## src/design/hes_pkg.sv

```systemverilog
package hes_pkg;

	localparam int DataW        = 32;
	localparam int IdxW         = 6;
	localparam int CountW       = 7;
	localparam int RegIdxW      = 3;
	localparam int SatW         = 72;
	localparam int DefMaxPoints = 64;
	localparam int DefFracBits  = 16;
	localparam int RstPointCount = 64;

	localparam logic OP_LOAD = 1'b0;
	localparam logic OP_STEP = 1'b1;

	typedef enum logic [RegIdxW-1:0] {
		REG_POINT_COUNT   = 3'd0,
		REG_DIFFUSION     = 3'd1,
		REG_BOUNDARY_MODE = 3'd2,
		REG_LEFT_VALUE    = 3'd3,
		REG_RIGHT_VALUE   = 3'd4
	} hes_reg_t;

	typedef enum logic [2:0] {
		MS_R_LB,
		MS_R_RB,
		MS_CP_R,
		MS_R_DP,
		MS_CP_NXT
	} hes_msel_t;

	typedef struct packed {
		logic      load;
		logic      clr_fwd;
		logic      mul_en;
		hes_msel_t msel;
		logic      cap_blr;
		logic      cap_brr;
		logic      tmp_rd;
		logic      cap_den;
		logic      cap_rhs;
		logic      first;
		logic      final_pt;
		logic      div_start;
		logic      fwd_wr;
		logic      bwd_top;
		logic      cd_rd;
		logic      bwd_wr;
		logic      bnd_l;
		logic      bnd_r;
		logic      out_cap;
		logic      out_last;
	} hes_cmd_t;

	typedef struct packed {
		logic div_done;
	} hes_stat_t;

	function automatic logic signed [DataW-1:0] sat32(input logic signed [SatW-1:0] v);
		if (v[SatW-1:DataW-1] == '0 || v[SatW-1:DataW-1] == '1)
			return v[DataW-1:0];
		else if (v[SatW-1])
			return {1'b1, {(DataW-1){1'b0}}};
		else
			return {1'b0, {(DataW-1){1'b1}}};
	endfunction

	function automatic logic [DataW-1:0] mag32(input logic signed [DataW-1:0] v);
		return v[DataW-1] ? DataW'(-v) : DataW'(v);
	endfunction

endpackage

```

## src/design/hes_ctrl.sv

```systemverilog
module hes_ctrl import hes_pkg::*; #(
	parameter int AW = 6
) (
	input  logic          clk,
	input  logic          arst_n,
	input  logic          item_valid,
	input  logic          item_op,
	output logic          item_ready,
	output logic          res_valid,
	input  logic          res_ready,
	input  logic [AW-1:0] last_idx,
	input  hes_stat_t     stat,
	output hes_cmd_t      cmd,
	output logic [AW-1:0] addr
);

	typedef enum logic [4:0] {
		S_IDLE, S_PRE_L, S_PRE_R, S_PRE_W,
		S_F_M1, S_F_M2, S_F_RHS, S_F_DIVS, S_F_DIVW,
		S_B_TOP, S_B_RD, S_B_MUL, S_B_WR,
		S_BND_L, S_BND_R, S_E_RD, S_E_CAP, S_E_HOLD
	} state_t;

	state_t        state_q;
	logic [AW-1:0] i_q;

	always_ff @(posedge clk or negedge arst_n) begin
		if (!arst_n) begin
			state_q <= S_IDLE;
			i_q     <= '0;
		end else begin
			unique case (state_q)
				S_IDLE: begin
					if (item_valid && item_op == OP_STEP)
						state_q <= S_PRE_L;
				end
				S_PRE_L: state_q <= S_PRE_R;
				S_PRE_R: state_q <= S_PRE_W;
				S_PRE_W: begin
					i_q     <= '0;
					state_q <= (last_idx == AW'(1)) ? S_BND_L : S_F_M1;
				end
				S_F_M1:   state_q <= S_F_M2;
				S_F_M2:   state_q <= S_F_RHS;
				S_F_RHS:  state_q <= S_F_DIVS;
				S_F_DIVS: state_q <= S_F_DIVW;
				S_F_DIVW: begin
					if (stat.div_done) begin
						if (i_q == last_idx - AW'(2)) begin
							state_q <= S_B_TOP;
						end else begin
							i_q     <= i_q + AW'(1);
							state_q <= S_F_M1;
						end
					end
				end
				S_B_TOP: begin
					if (last_idx == AW'(2)) begin
						state_q <= S_BND_L;
					end else begin
						i_q     <= last_idx - AW'(3);
						state_q <= S_B_RD;
					end
				end
				S_B_RD:  state_q <= S_B_MUL;
				S_B_MUL: state_q <= S_B_WR;
				S_B_WR: begin
					if (i_q == '0) begin
						state_q <= S_BND_L;
					end else begin
						i_q     <= i_q - AW'(1);
						state_q <= S_B_RD;
					end
				end
				S_BND_L: state_q <= S_BND_R;
				S_BND_R: begin
					i_q     <= '0;
					state_q <= S_E_RD;
				end
				S_E_RD:  state_q <= S_E_CAP;
				S_E_CAP: state_q <= S_E_HOLD;
				S_E_HOLD: begin
					if (res_ready) begin
						if (i_q == last_idx) begin
							state_q <= S_IDLE;
						end else begin
							i_q     <= i_q + AW'(1);
							state_q <= S_E_RD;
						end
					end
				end
				default: state_q <= S_IDLE;
			endcase
		end
	end

	assign item_ready = (state_q == S_IDLE);
	assign res_valid  = (state_q == S_E_HOLD);

	always_comb begin
		cmd  = '0;
		addr = i_q;
		unique case (state_q)
			S_IDLE:  cmd.load = item_valid && item_op == OP_LOAD;
			S_PRE_L: begin
				cmd.mul_en  = 1'b1;
				cmd.msel    = MS_R_LB;
				cmd.clr_fwd = 1'b1;
			end
			S_PRE_R: begin
				cmd.mul_en  = 1'b1;
				cmd.msel    = MS_R_RB;
				cmd.cap_blr = 1'b1;
			end
			S_PRE_W: cmd.cap_brr = 1'b1;
			S_F_M1: begin
				cmd.mul_en = 1'b1;
				cmd.msel   = MS_CP_R;
				cmd.tmp_rd = 1'b1;
				addr       = i_q + AW'(1);
			end
			S_F_M2: begin
				cmd.cap_den = 1'b1;
				cmd.mul_en  = 1'b1;
				cmd.msel    = MS_R_DP;
			end
			S_F_RHS: begin
				cmd.cap_rhs  = 1'b1;
				cmd.first    = (i_q == '0);
				cmd.final_pt = (i_q == last_idx - AW'(2));
			end
			S_F_DIVS: cmd.div_start = 1'b1;
			S_F_DIVW: cmd.fwd_wr    = stat.div_done;
			S_B_TOP: begin
				cmd.bwd_top = 1'b1;
				addr        = last_idx - AW'(1);
			end
			S_B_RD: cmd.cd_rd = 1'b1;
			S_B_MUL: begin
				cmd.mul_en = 1'b1;
				cmd.msel   = MS_CP_NXT;
			end
			S_B_WR: begin
				cmd.bwd_wr = 1'b1;
				addr       = i_q + AW'(1);
			end
			S_BND_L: begin
				cmd.bnd_l = 1'b1;
				addr      = '0;
			end
			S_BND_R: begin
				cmd.bnd_r = 1'b1;
				addr      = last_idx;
			end
			S_E_RD: cmd.tmp_rd = 1'b1;
			S_E_CAP: begin
				cmd.out_cap  = 1'b1;
				cmd.out_last = (i_q == last_idx);
			end
			S_E_HOLD: ;
			default: ;
		endcase
	end

endmodule

```

## config.mk

```make
export PLATFORM = sky130hd
export DESIGN_NAME = hes_ctrl
export DESIGN_NICKNAME = d
export VERILOG_FILES = /design/src/design/hes_pkg.sv /design/src/design/hes_ctrl.sv
export SDC_FILE = /design/constraint.sdc
export NUM_CORES = 1
export LEC_CHECK = 0
export BUFFER_PORTS_ARGS = -buffer_cell sky130_fd_sc_hd__buf_2
export CAP_MARGIN = 40
export CELL_PAD_IN_SITES_DETAIL_PLACEMENT = 1
export CELL_PAD_IN_SITES_GLOBAL_PLACEMENT = 1
export CORE_MARGIN = 1
export CORE_UTILIZATION = 39
export DETAILED_ROUTE_END_ITERATION = 10
export PLACE_DENSITY_LB_ADDON = 0.1
export REMOVE_ABC_BUFFERS = 1
export SLEW_MARGIN = 20
export SYNTH_ARGS = -nofsm -noshare
export SYNTH_HDL_FRONTEND = slang
export SYNTH_SLANG_ARGS = --single-unit
```

## constraint.sdc

```tcl
create_clock -name clk -period 2.7 [get_ports clk]
set_clock_uncertainty 0.1 [all_clocks]
set_input_delay 0.135 -clock clk [delete_from_list [all_inputs] [get_ports clk]]
set_output_delay 0.135 -clock clk [all_outputs]
set_load 0.01 [all_outputs]
```

==> results of run 1 <==
[metal layers]
layer / track usage / part of all wire / vias to the layer above
met5: 0 / 0 / -
met2: 0.460 / 0.51 / 48
met4: 0.0400 / 0.011 / 0
met3: 0.0317 / 0.029 / 7
li1: - / - / 986
met1: 0.349 / 0.45 / 995
[through the flow]
step | power [mW] | hold WS (ns) | instances | util | setup slack [ns]
2_1_floorplan | 1.40 | -0.261 | 236 | - | 0.356
3_3_place_gp | 1.94 | -0.0792 | 341 | 0.470 | 0.267
3_5_place_dp | 1.97 | -0.0719 | 341 | 0.470 | 0.202
4_1_cts | 2.16 | 0.102 | 346 | 0.483 | 0.0605
5_1_grt | 2.35 | 0.106 | 346 | 0.485 | 0.0370
6_report | 2.18 | 0.104 | 346 | 0.485 | 0.172
[report_power, final]
part | switching [mW] | internal [mW]
Clock | 0.0683 | 0.104
Combinational | 0.975 | 0.686
Sequential | 0.105 | 0.236
Total | 1.15 | 1.03
[flip-flops by register name (all words and copies together), names as in the netlist]
signal and count:
state_q 5, i_q 6
[cell families after synthesis]
family | after synthesis | synth area share
compound gates | 70 | 0.276
xor+xnor | 19 | 0.0911
simple gates | 112 | 0.318
buf+inv | 30 | 0.0856
mux | 3 | 0.0171
fa+ha+maj | 9 | 0.0616
flops | 11 | 0.151
[placed cells by master, fill, tap and decap left out, drive strengths merged, types with 3 or more instances in the layout]
cell type / synthesis / layout
a211oi: 3 / 3
a21o: 3 / 3
a21oi: 17 / 17
a221o: 3 / 3
a2bb2oi: 3 / 3
a31oi: 3 / 3
buf: 11 / 53
clkbuf: 7 / 4
dfrtp: 11 / 11
ha: 9 / 9
inv: 12 / 12
nand2: 19 / 19
nand2b: 7 / 7
nand3: 9 / 9
nor2: 34 / 34
nor2b: 4 / 4
nor3: 13 / 13
o21ai: 17 / 17
o22ai: 8 / 8
or2: 3 / 3
or3: 5 / 5
xnor2: 12 / 12
xor2: 7 / 7
[final timing paths]
path | from | endpoint | slack [ns] | cells after the start
min in group asynchronous | arst_n | state_q[3] | 0.20 | 2
setup / recovery | state_q[4] | addr[5] | 0.17 | 7
setup reg to reg | i_q[1] | i_q[0] | 0.20 | 8
hold / removal | res_ready | state_q[0] | 0.10 | 2
max in group asynchronous | arst_n | state_q[1] | 2.07 | 2
hold reg to reg | i_q[1] | i_q[1] | 0.57 | 2
[area by class of cell]
class | instances | area share
Sequential cell | 11 | 0.129
Clock buffer | 4 | 0.0210
Tap cell | 52 | 0.0304
Inverter | 12 | 0.0210
Timing Repair Buffer | 54 | 0.143
Multi-Input combinational cell | 213 | 0.656
[what timing repair did]
item                       in CTS  in global routing
hold endpoints to repair       11                  0
hold buffers                    1                  0
setup endpoints to repair       0                  1
buffers inserted                0                  0
resized for setup               0                  3
==> results.toml, run 1 <==
[outcome]
result_of_the_run = "complete, no violations"

[sta]
rsz0062_at_grt = "false"
timing.final.hold_violations = 0
maxSlewViolCount = 0
setup_viol_count_final = 0
worstMarginPinSlew_ns = 0.475
final.min_clock_period_ns = 2.53
fmax_ghz = 0.396
ratio_of_final_minimum_period_to_clock_period = 0.936
setup_total_negative_slack_ns = 0
timing.slew.headroom = 0.682

[yosys]
synth_area_leader_cell = "sky130_fd_sc_hd__dfrtp_1"
post_synth_inst_count = 254
yosysMostFrequentCell = "sky130_fd_sc_hd__nor2_1"
yosys_register_bits = 11
synthFlopType = "sky130_fd_sc_hd__dfrtp_1"
average_cell_area_after_synthesis_um2 = 7.19
synthTopCellsByArea = "sky130_fd_sc_hd__dfrtp_1 (15%), sky130_fd_sc_hd__nor2_1 (7.0%), sky130_fd_sc_hd__ha_1 (6.2%), sky130_fd_sc_hd__xnor2_1 (5.8%), sky130_fd_sc_hd__a21oi_1 (4.7%)"
synth_enable_flop_cells = 0
synth_seq_area_share = 0.151
yosysWarnings = 0
netlist_top_cells_count = "sky130_fd_sc_hd__nor2_1 (34), sky130_fd_sc_hd__nand2_1 (19), sky130_fd_sc_hd__a21oi_1 (17), sky130_fd_sc_hd__o21ai_0 (15), sky130_fd_sc_hd__nor3_1 (13)"
netlist_area_um2 = 1830
post_synth_top_area_share = 0.151
synth.distinct_cells = 61
async_reset_ff_frac = 1.00

[setup_path]
endpoint_kind = "primary output"
path_delay_family = "simple AND/OR/NAND/NOR gates"
worstPathBufferInverterCount = 2
critical-path-max-stage-delay_ns = 0.48
path_cells = "or3b_4, or2_4, inv_2, nand2_1, o41ai_2, a221o_1, buf_2"
critical_path.max_fanout = 13
criticalPathCategory = "reg2out"
worstPathRequired_ns = 2.47
critical_path.startpoint_type = "register"
worst_path_max_delay_cell = "sky130_fd_sc_hd__dfrtp_1"
critical_path_arrival_ns = 2.29

[pwr]
cellLeakagePower_nw = 0.958
peakVddDrop_mv = 0.450
power_density_nw_per_um2 = 1020

[place]
hpwlAfterDp_um = 4950
gp_congestion = 0.874
io_buffer_count = 41
dpl-instance-area_um2 = 2080

[cells_and_area]
post_layout_instance_area_um2 = 2140
multiInputGateArea_um2 = 1410
sequential_cell_area_um2 = 277
num-fill-cells = 604
drive_gt1_frac = 0.248
fin_nets = 316
area_growth_syn_to_layout_pct = 17.3
antenna-diode-count = 0

[cts]
max-clock-path-buffers = 2
cts_tree = "yes"
insertion_delay_ns = 0.24
clkSlewWorstSetupHoldPaths_ns = 0.06
clock_sink_count = 11
cts_max_level = 1
cts_buffers = 3
clock_tree.root_cell = "sky130_fd_sc_hd__clkbuf_8"

[global_route]
antenna_found_initial = 0
wire_length_of_the_first_global_routing_pass_um = 10500
vias_in_the_first_global_route = 2038
grt_max_degree = 19
grt_use_total = 0.263
globalRoute.totalOverflow = 0

[floorplanning]
die-height_um = 70.4
die_area_um2 = 4960
initial_core_utilization = 0.414
die_width_um = 70.4
area_inside_the_core_boundary_um2 = 4410
floorplan.io_pins = 42
placement_rows = 24

[detailed_routing]
postRouteAntennaNets = 0
detail_route.drc_violations = 0
route.detailed.wl_per_inst_um = 18.3
routed_wirelength_um = 6350
drtPass1Iterations = 4
post_drt_via_cell_ratio = 5.88
vias = 2036
drt_first_iter_violations = 101

[hold_path]
hp-class = "in2reg"

[run]
max_cap_violations = 0
No activity file was read; power rests on OpenSTA's default activity.
==> run 2: changes to the inputs <==
--- a/config.mk
+++ b/config.mk
@@ -5,12 +5,13 @@
 export SDC_FILE = /design/constraint.sdc
 export NUM_CORES = 1
 export LEC_CHECK = 0
+export ABC_AREA = 1
 export BUFFER_PORTS_ARGS = -buffer_cell sky130_fd_sc_hd__buf_2
 export CAP_MARGIN = 40
 export CELL_PAD_IN_SITES_DETAIL_PLACEMENT = 1
 export CELL_PAD_IN_SITES_GLOBAL_PLACEMENT = 1
 export CORE_MARGIN = 1
-export CORE_UTILIZATION = 39
+export CORE_UTILIZATION = 36
 export DETAILED_ROUTE_END_ITERATION = 10
 export PLACE_DENSITY_LB_ADDON = 0.1
 export REMOVE_ABC_BUFFERS = 1
==> run 2 against run 1 <==
Compared with the run above: sequential share of layout area shrank 0.40 points; synthesized cell count grew 37%; die area grew 12%; total power shrank 14%; sequential power grew 5%; sequential cell count is the same; critical path depth is the same; highest routed layer unchanged.
==> results.toml, run 2 <==
[outcome]
result_of_the_run = "complete, no violations"

[detailed_routing]
drtPass1Iterations = 4
routed_wirelength_um = 7080
drt_first_iter_violations = 170
post_drt_via_cell_ratio = 5.25
vias = 2406
postRouteAntennaNets = 0
route.detailed.wl_per_inst_um = 15.5
detail_route.drc_violations = 0

[cts]
clock_sink_count = 11
cts_tree = "yes"
clkSlewWorstSetupHoldPaths_ns = 0.05
clock_tree.root_cell = "sky130_fd_sc_hd__clkbuf_8"
cts_buffers = 3
cts_max_level = 1
max-clock-path-buffers = 2
insertion_delay_ns = 0.24

[sta]
setup_viol_count_final = 0
timing.slew.headroom = 0.520
timing.final.hold_violations = 0
setup_total_negative_slack_ns = 0
worstMarginPinSlew_ns = 0.717
fmax_ghz = 0.414
rsz0062_at_grt = "false"
ratio_of_final_minimum_period_to_clock_period = 0.895
final.min_clock_period_ns = 2.42
maxSlewViolCount = 0

[pwr]
peakVddDrop_mv = 0.379
power_density_nw_per_um2 = 847
p_total_mw = 1.86
cellLeakagePower_nw = 1.34

[cells_and_area]
number_of_flip_flops_under_the_largest_register_name = 6
layout_commonest_cell = "sky130_fd_sc_hd__nand2_1"
drive_gt1_frac = 0.175
registers.top_by_ff_count = "i_q"
antenna-diode-count = 0
reg.largest.list = "i_q x6, state_q x5"
post-route-util = 0.434
layout.cells.most_common_list = "sky130_fd_sc_hd__nand2_1 (136), sky130_fd_sc_hd__nor2_1 (43), sky130_fd_sc_hd__buf_2 (41)"
area_growth_syn_to_layout_pct = 16.0
fin_nets = 410
num-fill-cells = 786

[floorplanning]
die_area_um2 = 5560
die-height_um = 74.6
initial_core_utilization = 0.374
placement_rows = 26
floorplan.io_pins = 42
die_width_um = 74.6
area_inside_the_core_boundary_um2 = 5070

[setup_path]
critical_path_arrival_ns = 2.18
worstPathRequired_ns = 2.47
critical_path.max_fanout = 7
critical_path.startpoint_type = "register"
endpoint_kind = "primary output"
criticalPathCategory = "reg2out"

[global_route]
grt_use_total = 0.272
globalRoute.totalOverflow = 0
grt_max_degree = 13
wire_length_of_the_first_global_routing_pass_um = 11300
antenna_found_initial = 0
vias_in_the_first_global_route = 2250

[place]
hpwlAfterDp_um = 5820
io_buffer_count = 41
gp_congestion = 0.909

[yosys]
synthFlopType = "sky130_fd_sc_hd__dfrtp_1"
post_synth_top_area_share = 0.269
post_synth_inst_count = 348
yosys_register_bits = 11
async_reset_ff_frac = 1.00
synth.distinct_cells = 32
yosysWarnings = 0
synth_area_leader_cell = "sky130_fd_sc_hd__nand2_1"
average_cell_area_after_synthesis_um2 = 5.45
synth_seq_area_share = 0.145
synth_enable_flop_cells = 0
yosysMostFrequentCell = "sky130_fd_sc_hd__nand2_1"
netlist_top_cells_count = "sky130_fd_sc_hd__nand2_1 (136), sky130_fd_sc_hd__nor2_1 (43), sky130_fd_sc_hd__inv_1 (40), sky130_fd_sc_hd__nand3_1 (36), sky130_fd_sc_hd__nand4_1 (16)"
synthTopCellsByArea = "sky130_fd_sc_hd__nand2_1 (27%), sky130_fd_sc_hd__dfrtp_1 (15%), sky130_fd_sc_hd__nand3_1 (9.5%), sky130_fd_sc_hd__nor2_1 (8.5%), sky130_fd_sc_hd__inv_1 (7.9%)"
netlist_area_um2 = 1900

[hold_path]
hp-class = "in2reg"

[run]
max_cap_violations = 0
==> run 2: kinds of logic after synthesis <==
kind of cell,Yosys count,synth area share
AOI/OAI and AO/OA,19,0.0660
xor gates and xnor gates,3,0.0139
adders and majority gates,9,0.0594
buffers and inverters,52,0.117
DFF,11,0.145
and+or+nand+nor,254,0.598
==> run 2: worst max-delay path: stages (launching register included) <==
cell and delay, ns:
sky130_fd_sc_hd__dfrtp_1 0.46, sky130_fd_sc_hd__nor2_1 0.22, sky130_fd_sc_hd__nand2_1 0.14, sky130_fd_sc_hd__nor2_1 0.57, sky130_fd_sc_hd__nor3_4 0.16, sky130_fd_sc_hd__nand2_1 0.10
sky130_fd_sc_hd__o2111ai_1 0.11, sky130_fd_sc_hd__buf_2 0.17
==> run 2: power breakdown <==
| part | switching [mW] | internal (mW) | total (mW) |
|---|---|---|---|
| Clock | 0.0621 | 0.104 | 0.166 |
| Sequential | 0.134 | 0.225 | 0.359 |
| Combinational | 0.895 | 0.442 | 1.34 |
| Total | 1.09 | 0.771 | 1.86 |
==> run 2: path summary, 6_finish.rpt <==
check,slack [ns],startpoint,cells past startpoint,end
max in group asynchronous,2.10,arst_n,2,i_q[3]
setup reg to reg,0.66,state_q[4],8,i_q[3]
setup / recovery,0.28,state_q[0],7,addr[0]
min in group asynchronous,0.20,arst_n,2,state_q[0]
hold / removal,0.16,stat,4,state_q[3]
hold reg to reg,0.55,i_q[0],2,i_q[0]
==> run 2: cell type report <==
cell class,instances,area [um^2],area share
Clock buffer,4,45.0,0.0205
Inverter,45,171,0.0779
Multi-Input combinational cell,285,1400,0.636
Sequential cell,11,275,0.125
Tap cell,70,87.6,0.0398
Timing Repair Buffer,43,223,0.101
==> run 2: repair_timing <==
item,in CTS,in global routing
hold endpoints to repair,11,0
buffers inserted,0,0
hold buffers,1,0
gates resized for setup,0,0
==> run 2: per-layer routing <==
metal  part of all wire  vias to the layer above  track usage
li1                   -                     1195            -
met1               0.47                     1131        0.402
met2               0.45                       72        0.428
met3              0.061                        8       0.0163
met4              0.015                        0       0.0713
met5                  0                        -            0
==> run 2: stage by stage <==
stage          area (um^2)  hold slack, ns  worst slack [ns]  cells
2_1_floorplan         1850          -0.261             0.842    341
3_3_place_gp          2150         -0.0857             0.628    453
3_5_place_dp          2150         -0.0851             0.582    453
4_1_cts               2200           0.151             0.306    458
5_1_grt               2200           0.175             0.131    458
6_report              2200           0.162             0.283    458
